File: src/sv/n2a_pkg.sv
// n2a_pkg: shared types, constants and helpers for the number to ascii formatter
// depends on nothing; imported by n2a_digit_cell, number_to_ascii_formatter and n2a_checker

package n2a_pkg;

    // field widths of the item and result channels
    localparam int VALUE_BITS      = 32;
    localparam int COUNT_BITS      = 4;
    localparam int CHAR_BITS       = 7;
    localparam int VALUE_WIDTH_DEF = 32;
    localparam int HEX_MAX_DIGITS  = 8;

    localparam logic [CHAR_BITS-1:0] ASCII_ZERO = 7'h30;
    localparam logic [CHAR_BITS-1:0] ASCII_A    = 7'h41;

    // format selector codes
    localparam logic KIND_HEX = 1'b0;
    localparam logic KIND_DEC = 1'b1;

    // per-cycle operation of every digit cell
    typedef enum logic [1:0] {
        CELL_HOLD,
        CELL_LOAD,
        CELL_DABBLE,
        CELL_SHIFT
    } t_cell_op;

    // control handed from the sequencer to the row of cells
    typedef struct packed {
        t_cell_op op;
        logic     shift_bit;
    } t_cell_ctrl;

    // sequencer states
    typedef enum logic [1:0] {
        ST_IDLE,
        ST_CONV,
        ST_ALIGN,
        ST_EMIT
    } t_state;

    // digit 0..15 to upper-case ascii
    function automatic logic [CHAR_BITS-1:0] hex_ascii(input logic [3:0] nib);
        logic [CHAR_BITS-1:0] ext;
        ext = {3'b000, nib};
        if (nib < 4'd10) begin
            return ASCII_ZERO + ext;
        end
        return ASCII_A + ext - 7'd10;
    endfunction

endpackage

File: src/sv/n2a_digit_cell.sv
// n2a_digit_cell: one 4-bit digit cell of the conversion chain
// depends on n2a_pkg; instantiated in a row by number_to_ascii_formatter

module n2a_digit_cell import n2a_pkg::*; (
    input  logic       i_clk,
    input  t_cell_ctrl i_ctrl,
    input  logic [3:0] i_load_nib,
    input  logic       i_carry_in,
    input  logic [3:0] i_lower_digit,
    output logic [3:0] o_digit,
    output logic       o_carry
);

    logic [3:0] r_digit;
    logic [3:0] n_digit;
    logic [3:0] adj;

    // add-3 correction before the doubling step
    assign adj     = (r_digit >= 4'd5) ? r_digit + 4'd3 : r_digit;
    assign o_carry = adj[3];
    assign o_digit = r_digit;

    // next digit value
    always_comb begin
        unique case (i_ctrl.op)
            CELL_HOLD:   n_digit = r_digit;
            CELL_LOAD:   n_digit = i_load_nib;
            CELL_DABBLE: n_digit = {adj[2:0], i_carry_in};
            CELL_SHIFT:  n_digit = i_lower_digit;
            default:     n_digit = r_digit;
        endcase
    end

    always_ff @(posedge i_clk) begin
        r_digit <= n_digit;
    end

endmodule

File: src/sv/number_to_ascii_formatter.sv
// number_to_ascii_formatter: hex / decimal ascii formatter, sequencer plus digit chain
// sequence: hex loads, shifts out unrequested leading digits, then emits; decimal loads, runs
// double dabble over the value bits, drops leading zeros, then emits (10 cells at 32 bits)
// throughput: one item at a time; a new item is taken only once the last character is taken
// reset: i_rst_n synchronous, active low, returns the sequencer to idle; digit cells are not reset

module number_to_ascii_formatter import n2a_pkg::*; #(
    parameter int VALUE_WIDTH = VALUE_WIDTH_DEF
) (
    input  logic                  i_clk,
    input  logic                  i_rst_n,
    input  logic                  i_in_valid,
    output logic                  o_in_stall,
    input  logic                  i_kind,
    input  logic [VALUE_BITS-1:0] i_value,
    input  logic [COUNT_BITS-1:0] i_digit_count,
    output logic                  o_out_valid,
    input  logic                  i_out_stall,
    output logic [CHAR_BITS-1:0]  o_ascii_char,
    output logic                  o_last_char
);

    // bits actually used from the value port
    localparam int W_EFF   = (VALUE_WIDTH < VALUE_BITS) ? VALUE_WIDTH : VALUE_BITS;
    localparam int W_PAD   = 4 * ((W_EFF + 3) / 4);
    localparam int N_DEC   = (W_EFF * 31) / 100 + 1;
    localparam int N_CELL  = (N_DEC > HEX_MAX_DIGITS) ? N_DEC : HEX_MAX_DIGITS;
    localparam int CNT_W   = $clog2(N_CELL + 1);
    localparam int BIT_W   = $clog2(W_EFF + 1);
    localparam int N_NIB   = W_PAD / 4;

    t_state              r_state;
    t_state              n_state;
    logic                r_kind;
    logic [COUNT_BITS-1:0] r_n;
    logic [CNT_W-1:0]    r_cnt;
    logic [CNT_W-1:0]    n_cnt;
    logic [BIT_W-1:0]    r_bits;
    logic [W_EFF-1:0]    r_bin;
    t_cell_ctrl          ctrl;
    logic                accept_in;
    logic                accept_out;
    logic                skip;
    logic [COUNT_BITS-1:0] clamped;
    logic [W_EFF-1:0]    in_val;
    logic [W_PAD-1:0]    pad_val;
    logic [3:0]          top_digit;

    logic [3:0] w_digit [N_CELL];
    logic       w_carry [N_CELL+1];
    logic [3:0] w_load  [N_CELL];

    assign in_val    = i_value[W_EFF-1:0];
    assign pad_val   = W_PAD'(in_val);
    assign clamped   = (i_digit_count > COUNT_BITS'(HEX_MAX_DIGITS))
                       ? COUNT_BITS'(HEX_MAX_DIGITS) : i_digit_count;
    assign accept_in  = i_in_valid && !o_in_stall;
    assign accept_out = o_out_valid && !i_out_stall;
    assign top_digit  = w_digit[N_CELL-1];

    assign o_in_stall   = (r_state != ST_IDLE);
    assign o_out_valid  = (r_state == ST_EMIT);
    assign o_ascii_char = hex_ascii(top_digit);
    assign o_last_char  = (r_cnt == CNT_W'(1));

    // leading-digit skip: decimal drops zeros, hex aligns the requested digits to the top
    always_comb begin
        if (r_kind == KIND_DEC) begin
            skip = (top_digit == 4'd0) && (r_cnt > CNT_W'(1));
        end else begin
            skip = ({{(CNT_W){1'b0}}, r_n} > {{(COUNT_BITS){1'b0}}, r_cnt}) ? 1'b0
                 : ({{(COUNT_BITS){1'b0}}, r_cnt} > {{(CNT_W){1'b0}}, r_n});
        end
    end

    // load pattern: hex nibbles in hex mode, zeros in decimal mode
    for (genvar g = 0; g < N_CELL; g++) begin : g_load
        if (g < N_NIB) begin : g_nib
            assign w_load[g] = (i_kind == KIND_HEX) ? pad_val[4*g +: 4] : 4'd0;
        end else begin : g_zero
            assign w_load[g] = 4'd0;
        end
    end

    // row of digit cells; the binary msb enters at the low end
    assign w_carry[0] = ctrl.shift_bit;
    for (genvar g = 0; g < N_CELL; g++) begin : g_cell
        n2a_digit_cell u_cell (
            .i_clk         (i_clk),
            .i_ctrl        (ctrl),
            .i_load_nib    (w_load[g]),
            .i_carry_in    (w_carry[g]),
            .i_lower_digit ((g == 0) ? 4'd0 : w_digit[(g == 0) ? 0 : g-1]),
            .o_digit       (w_digit[g]),
            .o_carry       (w_carry[g+1])
        );
    end

    // next state and cell control
    always_comb begin
        n_state        = r_state;
        n_cnt          = r_cnt;
        ctrl.op        = CELL_HOLD;
        ctrl.shift_bit = r_bin[W_EFF-1];
        unique case (r_state)
            ST_IDLE: begin
                if (accept_in) begin
                    ctrl.op = CELL_LOAD;
                    n_cnt   = CNT_W'(N_CELL);
                    if (i_kind == KIND_DEC) begin
                        n_state = ST_CONV;
                    end else if (clamped != '0) begin
                        n_state = ST_ALIGN;
                    end
                end
            end
            ST_CONV: begin
                ctrl.op = CELL_DABBLE;
                if (r_bits == BIT_W'(1)) begin
                    n_state = ST_ALIGN;
                end
            end
            ST_ALIGN: begin
                if (skip) begin
                    ctrl.op = CELL_SHIFT;
                    n_cnt   = r_cnt - CNT_W'(1);
                end else begin
                    n_state = ST_EMIT;
                end
            end
            ST_EMIT: begin
                if (accept_out) begin
                    ctrl.op = CELL_SHIFT;
                    n_cnt   = r_cnt - CNT_W'(1);
                    if (r_cnt == CNT_W'(1)) begin
                        n_state = ST_IDLE;
                    end
                end
            end
            default: n_state = ST_IDLE;
        endcase
    end

    // sequencer registers
    always_ff @(posedge i_clk) begin
        if (!i_rst_n) begin
            r_state <= ST_IDLE;
        end else begin
            r_state <= n_state;
        end
    end

    // item registers and binary shifter
    always_ff @(posedge i_clk) begin
        r_cnt <= n_cnt;
        if (accept_in) begin
            r_kind <= i_kind;
            r_n    <= clamped;
            r_bin  <= in_val;
            r_bits <= BIT_W'(W_EFF);
        end else if (r_state == ST_CONV) begin
            r_bin  <= {r_bin[W_EFF-2:0], 1'b0};
            r_bits <= r_bits - BIT_W'(1);
        end
    end

endmodule

File: config.mk
export PLATFORM = sky130hd
export DESIGN_NAME = number_to_ascii_formatter
export DESIGN_NICKNAME = d
export VERILOG_FILES = /design/src/sv/n2a_pkg.sv /design/src/sv/n2a_digit_cell.sv /design/src/sv/number_to_ascii_formatter.sv
export SDC_FILE = /design/constraint.sdc
export NUM_CORES = 1
export LEC_CHECK = 0
export BUFFER_PORTS_ARGS = -buffer_cell sky130_fd_sc_hd__buf_4
export CAP_MARGIN = 20
export CORE_MARGIN = 3
export CORE_UTILIZATION = 43
export CTS_CLUSTER_SIZE = 12
export DETAILED_ROUTE_END_ITERATION = 10
export SLEW_MARGIN = 20
export SYNTH_ARGS = -nofsm -noshare
export SYNTH_HDL_FRONTEND = slang
export SYNTH_SLANG_ARGS = --single-unit
export TNS_END_PERCENT = 20
File: constraint.sdc
create_clock -name i_clk -period 5.7 [get_ports i_clk]
set_input_delay 0.855 -clock i_clk [delete_from_list [all_inputs] [get_ports i_clk]]
set_output_delay 0.855 -clock i_clk [all_outputs]
set_load 0.005 [all_outputs]
==> results of run 1 <==
cells in the final DEF, fill, tap and decap left out, drive strengths merged, types with 10 or more instances in the layout:
cell	instances
nand2	145
edfxtp	81
buf	59
o21ai	54
nand2b	51
a21oi	39
inv	36
ha	34
nor2	21
a32oi	21
xnor2	16
a311oi	11
nor3b	10
state kept, by name, indices dropped and copies added (netlist names):
| signal | flops |
|---|---|
| r_state | 2 |
| r_bin | 32 |
| r_kind | 1 |
| r_n | 4 |
| r_bits | 6 |
| g_cell.u_cell.o_digit | 40 |
| r_cnt | 4 |
Yosys cell counts (4+ instances only):
library cell  number  area, µm²
nand3_1            4       20.0
nor3b_1           10       75.1
buf_4              4       30.0
a21oi_1           38        190
clkbuf_1          19       71.3
mux2i_1            9       90.1
edfxtp_1          81       2430
and3b_1            4       35.0
a22oi_1            5       37.5
ha_1              34        425
a311oi_1          11       96.3
o41ai_1            5       43.8
nand2b_1          51        319
buf_6              4       45.0
and3_1             5       31.3
nand2_1          145        544
nor2b_1            6       37.5
and4b_1            4       40.0
a32oi_1           19        166
nor2_1            21       78.8
dfxtp_1            8        160
xnor2_1           16        140
xor2_1             4       35.0
o21ai_0           50        250
inv_1             35        131
per-layer routing:
metal | track usage [%] | vias to the layer above | routed length (µm)
li1 | - | 2337 | -
met1 | 27.4 | 2266 | 6760
met2 | 29.8 | 116 | 6410
met3 | 3.25 | 14 | 660
met4 | 5.33 | 0 | 181
met5 | 0 | - | 0
final timing paths:
kind	startpoint	end	slack (ps)	depth (start not counted)
max	r_cnt[3]	g_cell[0].u_cell.o_digit[1]	2370	7
min	r_bits[1]	r_bits[1]	520	2
max reg2reg	r_cnt[3]	g_cell[0].u_cell.o_digit[1]	2370	7
min reg2reg	r_bits[1]	r_bits[1]	520	2
cell families (layout without fill, tap and decap cells):
group           Yosys count  count (layout)  synth area share (%)
compound gates          157             157                  18.1
xor+xnor                 20              20                  2.97
fa+ha+maj                34              34                  7.21
buf+inv                  68             111                  5.15
flops                    89              89                  43.9
mux                       9               9                  1.53
simple gates            259             259                  21.1
stage by stage:
| step | cells | total power (µW) |
|---|---|---|
| after floorplan | 636 | 3080 |
| after global placement | 839 | 3580 |
| after detailed placement | 839 | 3650 |
| after CTS | 855 | 4240 |
| after global routing | 855 | 4590 |
| final | 855 | 4220 |
cell type report:
class	instances	area share (%)
sequential	89	38.8
clock inverter	7	0.917
clock buffer	9	3.37
multi-input combinational	479	45.0
tap	176	3.29
inverter	36	2.02
timing repair buffer	59	6.63
tightest hold or removal path, delay by kind of cell, from the launching register on:
kind             cells  cell delay (ps)
AO/OA/AOI/OAI        1               50
AND/OR/NAND/NOR      1               90
flip-flops           1              320
power by group through the flow:
stage / sequential (µW) / clock (µW) / combinational, µW
after floorplan: 1480 / 0 / 1600
after global placement: 1550 / 0 / 2030
after detailed placement: 1560 / 0 / 2080
after CTS: 1550 / 594 / 2100
after global routing: 1610 / 618 / 2360
final: 1560 / 580 / 2080
==> summary.txt, run 1 <==
Cells and area
  • Final nets: ~750
  • Area grow syn2layout: 13.3%
  • Area of the multi-input gates: about 0.0030 mm²
  • # diodes: 0
  • FILL cells: 1286
  • Share of cells above drive strength 1: 12.8%
  • Final core utilization: 50.1%
  • Design Area, Final: 0.00669 mm²
  • Seq. cell area: around 0.0026 mm²

STA
  • Worst-margin pin slew: 1000 ps
  • Fmax: 0.300 GHz
  • Setup Skew: 7.35 ps
  • RSZ-0062 raised after global routing: false
  • Final setup viols: 0
  • Min Tclk post-route: 3330 ps
  • Final period utilization: 58.5%
  • Setup Total Neg Slack: 0 ps
  • Relative slew margins: 33.1%
  • Final hold slack: 516 ps
  • Final worst slack: 2370 ps
  • Fin. Hold Viols: 0
  • Max Slew Vio Count: 0

Worst setup path
  • Worst-path fanout max: 39
  • Worst Path Buf+Inv: 2
  • Max incr delay on CP: around 600 ps
  • CP top delay family: buffers and inverters
  • CP Data Arrival Time: 3400 ps
  • Critical Path, Cell by Cell: ha_1 > a21oi_1 > a21oi_2 > o21ai_2 > buf_4 > nand2_1 > buf_4
  • Type of the worst setup path: reg -> reg
  • Worst Path Required: 5770 ps
  • Crit end category: flop
  • Setup crit start kind: flop
  • Most used cell, CP: buf_4
  • Crit-path slowest cell: nand2_1

Logic synthesis
  • Number of synthesized flops with an enable pin: 81
  • Sequential area share after synthesis: 43.9%
  • YS warnings: 0
  • Syn avg cell area: 9.28 µm²
  • Post-Syn Area: roughly 0.0059 mm²
  • Post-synth cell types: 53
  • Seq cells post-synth: 89
  • Mapped Cells: 636
  • Ys flop type: edfxtp_1
  • Synthesized Nets: between 700 and 800
  • FFs w/ async S/R, synth: 0%

Run
  • Max-cap violations: 0

Routing
  • DR WL/cell: around 16 µm
  • DRT Pass-1 Iters: 5
  • Vias/cell: 5.54
  • Vias: 4733
  • Antenna Nets Post-Route: 0
  • Total Routed Length: 14000 µm
  • Initial drt markers: 362
  • DRC: 0

CTS
  • Post-CTS Resized: 0
  • Worst skew pair latency: 340 ps
  • Root buffer cell: clkbuf_16
  • TritonCTS clock tree: done
  • Hold-fix buffers, CTS: 0
  • Post-CTS setup repair buffer count: 0
  • Clock Sink Count: 89
  • CTS Buf Count: 9
  • Clock-pin slew of the registers on the worst-case setup and hold paths: approximately 60 ps
  • H-tree depth: 3
  • Clock Tree Buf Depth: 2

Pwr
  • Pint: 2400 µW
  • Net switching power: 1820 µW
  • Combinational Power Share: about half
  • Clock power share: 13.7%
  • Sw Ratio: approximately 43%
  • Max IR drop VDD: 276 µV
  • Seq pwr share: 36.9%
  • Cell Pwr Density: 631 mW/mm²
  • LEAKAGE: 0.00274 µW

GRT
  • Initial antenna violation count: 0
  • Number of global-route vias before repair: 4604
  • Largest net degree at the start of global routing: 42
  • First-pass GRT wire length: 22900 µm
  • GRT Resource Usage Total: between 10% and 20%
  • GRT overflow: 0

Die
  • Die area: 0.0152 mm²
  • # rows: 42
  • Core Area: 0.0133 mm²
  • Die H: 123 µm
  • Starting Density: 44.2%
  • IO Count: 51
  • DIE WIDTH: 123 µm

Worst hold path
  • Hold WC Path Type: reg -> reg

Placed design
  • Final GP Congestion: ~0.83
  • Pre-CTS setup slack: 2350 ps
  • Placed cell area: 0.00640 mm²
  • DP Wirelength: 10100 µm
  • PortBufs: 50

Run status
  • Status: completed
No activity file was read; power rests on OpenSTA's default activity.
==> run 2, diff against run 1 <==
- clock period: 5.7 -> 3.1 ns (I/O delays scaled with it)
==> summary.txt, run 2 (synthesized netlist as in run 1, its figures left out) <==
Routing
  • Antenna Nets Post-Route: 0
  • DRT Pass-1 Iters: 5
  • Vias/cell: 5.53
  • Vias: 4755
  • DR WL/cell: 16.2 µm
  • Total Routed Length: 13900 µm
  • Initial drt markers: 278
  • DRC: 0

Worst setup path
  • CP Data Arrival Time: 2630 ps
  • Worst Path Buf+Inv: 2
  • Crit-path slowest cell: dfxtp_1
  • Setup crit start kind: flop
  • CP top delay family: buffers and inverters
  • Worst Path Required: between 3000 and 4000 ps
  • Crit end category: flop
  • Critical Path, Cell by Cell: inv_1 > ha_1 > nand2b_1 > a211oi_4 > nor2_1 > nand2_1 > buf_4
  • Worst-path fanout max: 31
  • Max incr delay on CP: 540 ps
  • Type of the worst setup path: reg -> reg

Die
  • DIE WIDTH: 123 µm
  • Die H: approximately 120 µm
  • Starting Density: 44.2%
  • IO Count: 51
  • Die area: 0.0152 mm²
  • Core Area: 0.0133 mm²
  • # rows: 42

Placed design
  • PortBufs: 50
  • Placed cell area: 0.00644 mm²
  • Pre-CTS setup slack: 484 ps
  • DP Wirelength: 10100 µm
  • Final GP Congestion: 0.837
  • Post-Place Cells: 844

GRT
  • Largest net degree at the start of global routing: 42
  • GRT overflow: 0
  • First-pass GRT wire length: between 20000 and 25000 µm
  • Initial antenna violation count: 0
  • Number of global-route vias before repair: 4581
  • GRT Resource Usage Total: 19.3%

CTS
  • Hold-fix buffers, CTS: 0
  • TritonCTS clock tree: done
  • Post-CTS setup repair buffer count: 0
  • H-tree depth: 3
  • Worst skew pair latency: 340 ps
  • Clock-pin slew of the registers on the worst-case setup and hold paths: around 70 ps
  • CTS Buf Count: 9
  • Post-CTS Resized: 0
  • Clock Sink Count: 89
  • Clock Tree Buf Depth: 2
  • Root buffer cell: clkbuf_16

Cells and area
  • FILL cells: roughly 1300
  • Final nets: 754
  • Max reg flops: 40
  • # diodes: 0
  • Leading cell types in the layout, fill and taps excluded: 145 x nand2_1, 81 x edfxtp_1, 64 x buf_4
  • Non-filler instance count after layout: 860
  • Area grow syn2layout: 14.1%
  • Most common cell after layout, fill and taps aside: nand2_1
  • Share of cells above drive strength 1: between 10% and 20%
  • Design Area, Final: 0.00673 mm²

STA
  • Final worst slack: 468 ps
  • Setup Skew: a little under 6 ps
  • RSZ-0062 raised after global routing: false
  • Final period utilization: a little over four fifths
  • Fin. Hold Viols: 0
  • Final setup viols: 0
  • Min Tclk post-route: 2630 ps
  • Relative slew margins: 51.6%
  • Worst-margin pin slew: between 700 and 800 ps
  • Fmax: 0.380 GHz
  • Setup Total Neg Slack: 0 ps
  • Max Slew Vio Count: 0

Worst hold path
  • Hold WC Path Type: in -> reg

Pwr
  • Max IR drop VDD: 707 µV
  • Cell Pwr Density: approximately 1200 mW/mm²
  • LEAKAGE: 0.00275 µW

Run
  • Max-cap violations: 0

Run status
  • Status: completed
==> run 2: cell types whose count changed in the layout (fill, tap and decap cells not counted) <==
cell	before	now
clkinvlp_4	0	3
clkinv_4	1	0
inv_6	0	1
buf_4	59	64
clkinv_1	2	1
clkinv_2	3	1
==> run 2: path summary, 6_finish.rpt <==
| path | from | endpoint | slack, ps | cells past startpoint |
|---|---|---|---|---|
| setup reg to reg | r_state[1] | g_cell[3].u_cell.o_digit[3] | 470 | 7 |
| setup / recovery | r_state[1] | g_cell[3].u_cell.o_digit[3] | 470 | 7 |
| hold reg to reg | r_bits[1] | r_bits[1] | 500 | 2 |
| hold / removal | i_digit_count[3] | r_n[3] | 340 | 1 |
==> run 2: power breakdown <==
part / switching [µW] / internal, µW
clock: 472 / 623
sequential: 502 / 2350
combinational: 2390 / 1480
total: 3360 / 4450
==> run 2: worst reg2reg max path, stage by stage, from the launching register on <==
cell,delay [ps]
dfxtp_1,540
inv_1,180
ha_1,300
nand2b_1,260
a211oi_4,410
nor2_1,100
nand2_1,100
buf_4,380
==> run 2: layout make-up <==
class / count / area (µm²) / area share (%)
inverter: 36 / 135 / 2.01
clock buffer: 9 / 225 / 3.35
sequential: 89 / 2590 / 38.5
timing repair buffer: 64 / 480 / 7.14
multi-input combinational: 479 / 3010 / 44.7
tap: 176 / 220 / 3.27
clock inverter: 7 / 70.1 / 1.04
==> run 2: through the flow <==
step | hold WS, ps | util (%) | total power [µW]
final | 336 | 50.4 | 7820
after global routing | 341 | 50.4 | 8500
after CTS | 323 | 50.4 | 7860
after detailed placement | 494 | 48.2 | 6750
after global placement | 484 | 48.2 | 6620
after floorplan | 469 | - | 5670
==> run 2: metal layers <==
layer  up-vias  wire, µm  global-route usage (%)
met5         -         0                       0
met4         0       215                    6.85
met3        15       543                    2.42
met2       115      6410                    30.1
met1      2277      6720                    27.7
li1       2348         -                       -
==> run 3, diff against run 2 <==
- clock period: 3.1 -> 2.4 ns (I/O delays scaled with it)
==> summary.txt, run 3 (synthesized netlist as in run 1, its figures left out) <==
Die
  • Die area: 0.0152 mm²
  • Starting Density: 44.2%
  • IO Count: approximately 50
  • # rows: 42
  • DIE WIDTH: 123 µm
  • Core Area: around 0.013 mm²
  • Die H: 123 µm

Worst setup path
  • Worst reg2reg setup slack: 50 ps
  • Worst-path fanout max: 40
  • Worst r2r src: r_cnt[3]
  • CP Data Arrival Time: 2330 ps
  • Setup crit start kind: flop
  • Worst Path Required: 2380 ps
  • Worst setup startpoint: r_cnt[3]
  • Crit end category: flop
  • Type of the worst setup path: reg -> reg

Cells and area
  • Design Area, Final: 0.00687 mm²
  • Area grow syn2layout: 16.5%
  • Most common cell after layout, fill and taps aside: nand2_1
  • Leading cell types in the layout, fill and taps excluded: 144 x nand2_1, 81 x edfxtp_1, 68 x buf_4
  • Max reg flops: 40
  • Final core utilization: 51.5%
  • Final nets: 761
  • FILL cells: between 1000 and 1500
  • Share of cells above drive strength 1: 15.2%
  • # diodes: 0

CTS
  • Clock Tree Buf Depth: 2
  • Clock-pin slew of the registers on the worst-case setup and hold paths: 70 ps
  • Clock Sink Count: 89
  • Root buffer cell: clkbuf_16
  • Post-CTS setup repair buffer count: 0
  • TritonCTS clock tree: done
  • H-tree depth: 3
  • CTS Buf Count: 9
  • Worst skew pair latency: 340 ps

STA
  • Fmax: between 0.4 and 0.5 GHz
  • Max Slew Vio Count: 0
  • Final setup viols: 0
  • Setup Skew: ~8 ps
  • Min Tclk post-route: 2350 ps
  • Relative slew margins: 53.0%
  • Worst-margin pin slew: 706 ps
  • Fin. Hold Viols: 0
  • RSZ-0062 raised after global routing: true
  • Final period utilization: 97.8%

GRT
  • Number of global-route vias before repair: 4590
  • Largest net degree at the start of global routing: 42
  • GRT Resource Usage Total: 18.9%
  • Initial antenna violation count: 0
  • First-pass GRT wire length: 23000 µm
  • GRT overflow: 0

Pwr
  • Clock power share: 14.5%
  • Cell Pwr Density: 1510 mW/mm²
  • Combinational Power Share: between 50% and 60%
  • LEAKAGE: 0.00283 µW
  • Max IR drop VDD: 712 µV
  • Pint: 5910 µW
  • Power Total: 10300 µW
  • Seq pwr share: 35.1%
  • Sw Ratio: between 40 and 50%
  • Net switching power: 4440 µW

Routing
  • DR WL/cell: 15.9 µm
  • DRC: 0
  • Total Routed Length: 13800 µm
  • DRT Pass-1 Iters: 4
  • Initial drt markers: between 300 and 400
  • Vias/cell: 5.48
  • Vias: 4754
  • Antenna Nets Post-Route: 0

Placed design
  • Placed cell area: 0.00652 mm²
  • PortBufs: 50
  • DP Wirelength: just under 10000 µm
  • Final GP Congestion: about 0.78

Worst hold path
  • Hold WC Path Type: in -> reg
  • HP Start: i_digit_count[3]

Run
  • Max-cap violations: 0

Run status
  • Status: completed
[run 3: cell types whose count changed in the layout (fill, tap and decap cells not counted), moves of 2 or more]
cell        before  now
inv_8            0    4
buf_12           0    2
o41ai_1          5    2
buf_4           64   68
o41ai_2          0    3
clkinvlp_4       3    0
[run 3: power by group through the flow]
stage | Combinational [µW] | Sequential [µW] | Clock, µW
floorplan | 3840 | 3490 | 0
finish | 5220 | 3630 | 1500
global placement | 5030 | 3620 | 0
detailed placement | 5140 | 3640 | 0
global route | 5920 | 3740 | 1590
CTS | 5200 | 3620 | 1530
[run 3: what timing repair did]
| item | 4_1_cts | 5_1_grt |
|---|---|---|
| hold buffers | 0 | 0 |
| gates resized for setup | 0 | 5 |
| setup endpoints to repair | 0 | 55 |
[run 3: final timing paths]
| check | to | cells after the start |
|---|---|---|
| setup / recovery | g_cell[6].u_cell.o_digit[3] | 6 |
| hold / removal | r_n[3] | 1 |
| setup reg to reg | g_cell[6].u_cell.o_digit[3] | 6 |
| hold reg to reg | r_bits[1] | 2 |
[run 3: area by class of cell]
cell class / count / area, µm² / share of cell area [%]
multi-input combinational: 479 / 3050 / 44.3
sequential: 89 / 2590 / 37.7
timing repair buffer: 71 / 562 / 8.17
clock buffer: 9 / 225 / 3.28
tap: 176 / 220 / 3.20
inverter: 36 / 135 / 1.97
clock inverter: 7 / 92.6 / 1.35
[run 3: layer usage]
metal | global-route usage (%) | wire, µm
met2 | 27.8 | 6060
met3 | 3.02 | 617
met4 | 5.88 | 193
met1 | 28.6 | 6910
met5 | 0 | 0
[run 3: through the flow]
step           setup TNS (ps)  setup slack (ps)  std cells  hold slack (ps)
6_report                    0              52.2        867              243
3_5_place_dp                0              38.6        851              493
4_1_cts                     0              27.3        867              229
3_3_place_gp                0               130        851              480
5_1_grt                 -2750             -76.6        867              229
2_1_floorplan           -4960              -155        636              459
[run 3: worst max-delay path, stage by stage, from the launching register on]
cell	delay [ps]
edfxtp_1	380
ha_1	360
a41oi_2	280
nand2_1	120
a21oi_2	250
o21ai_2	150
nand2_4	440
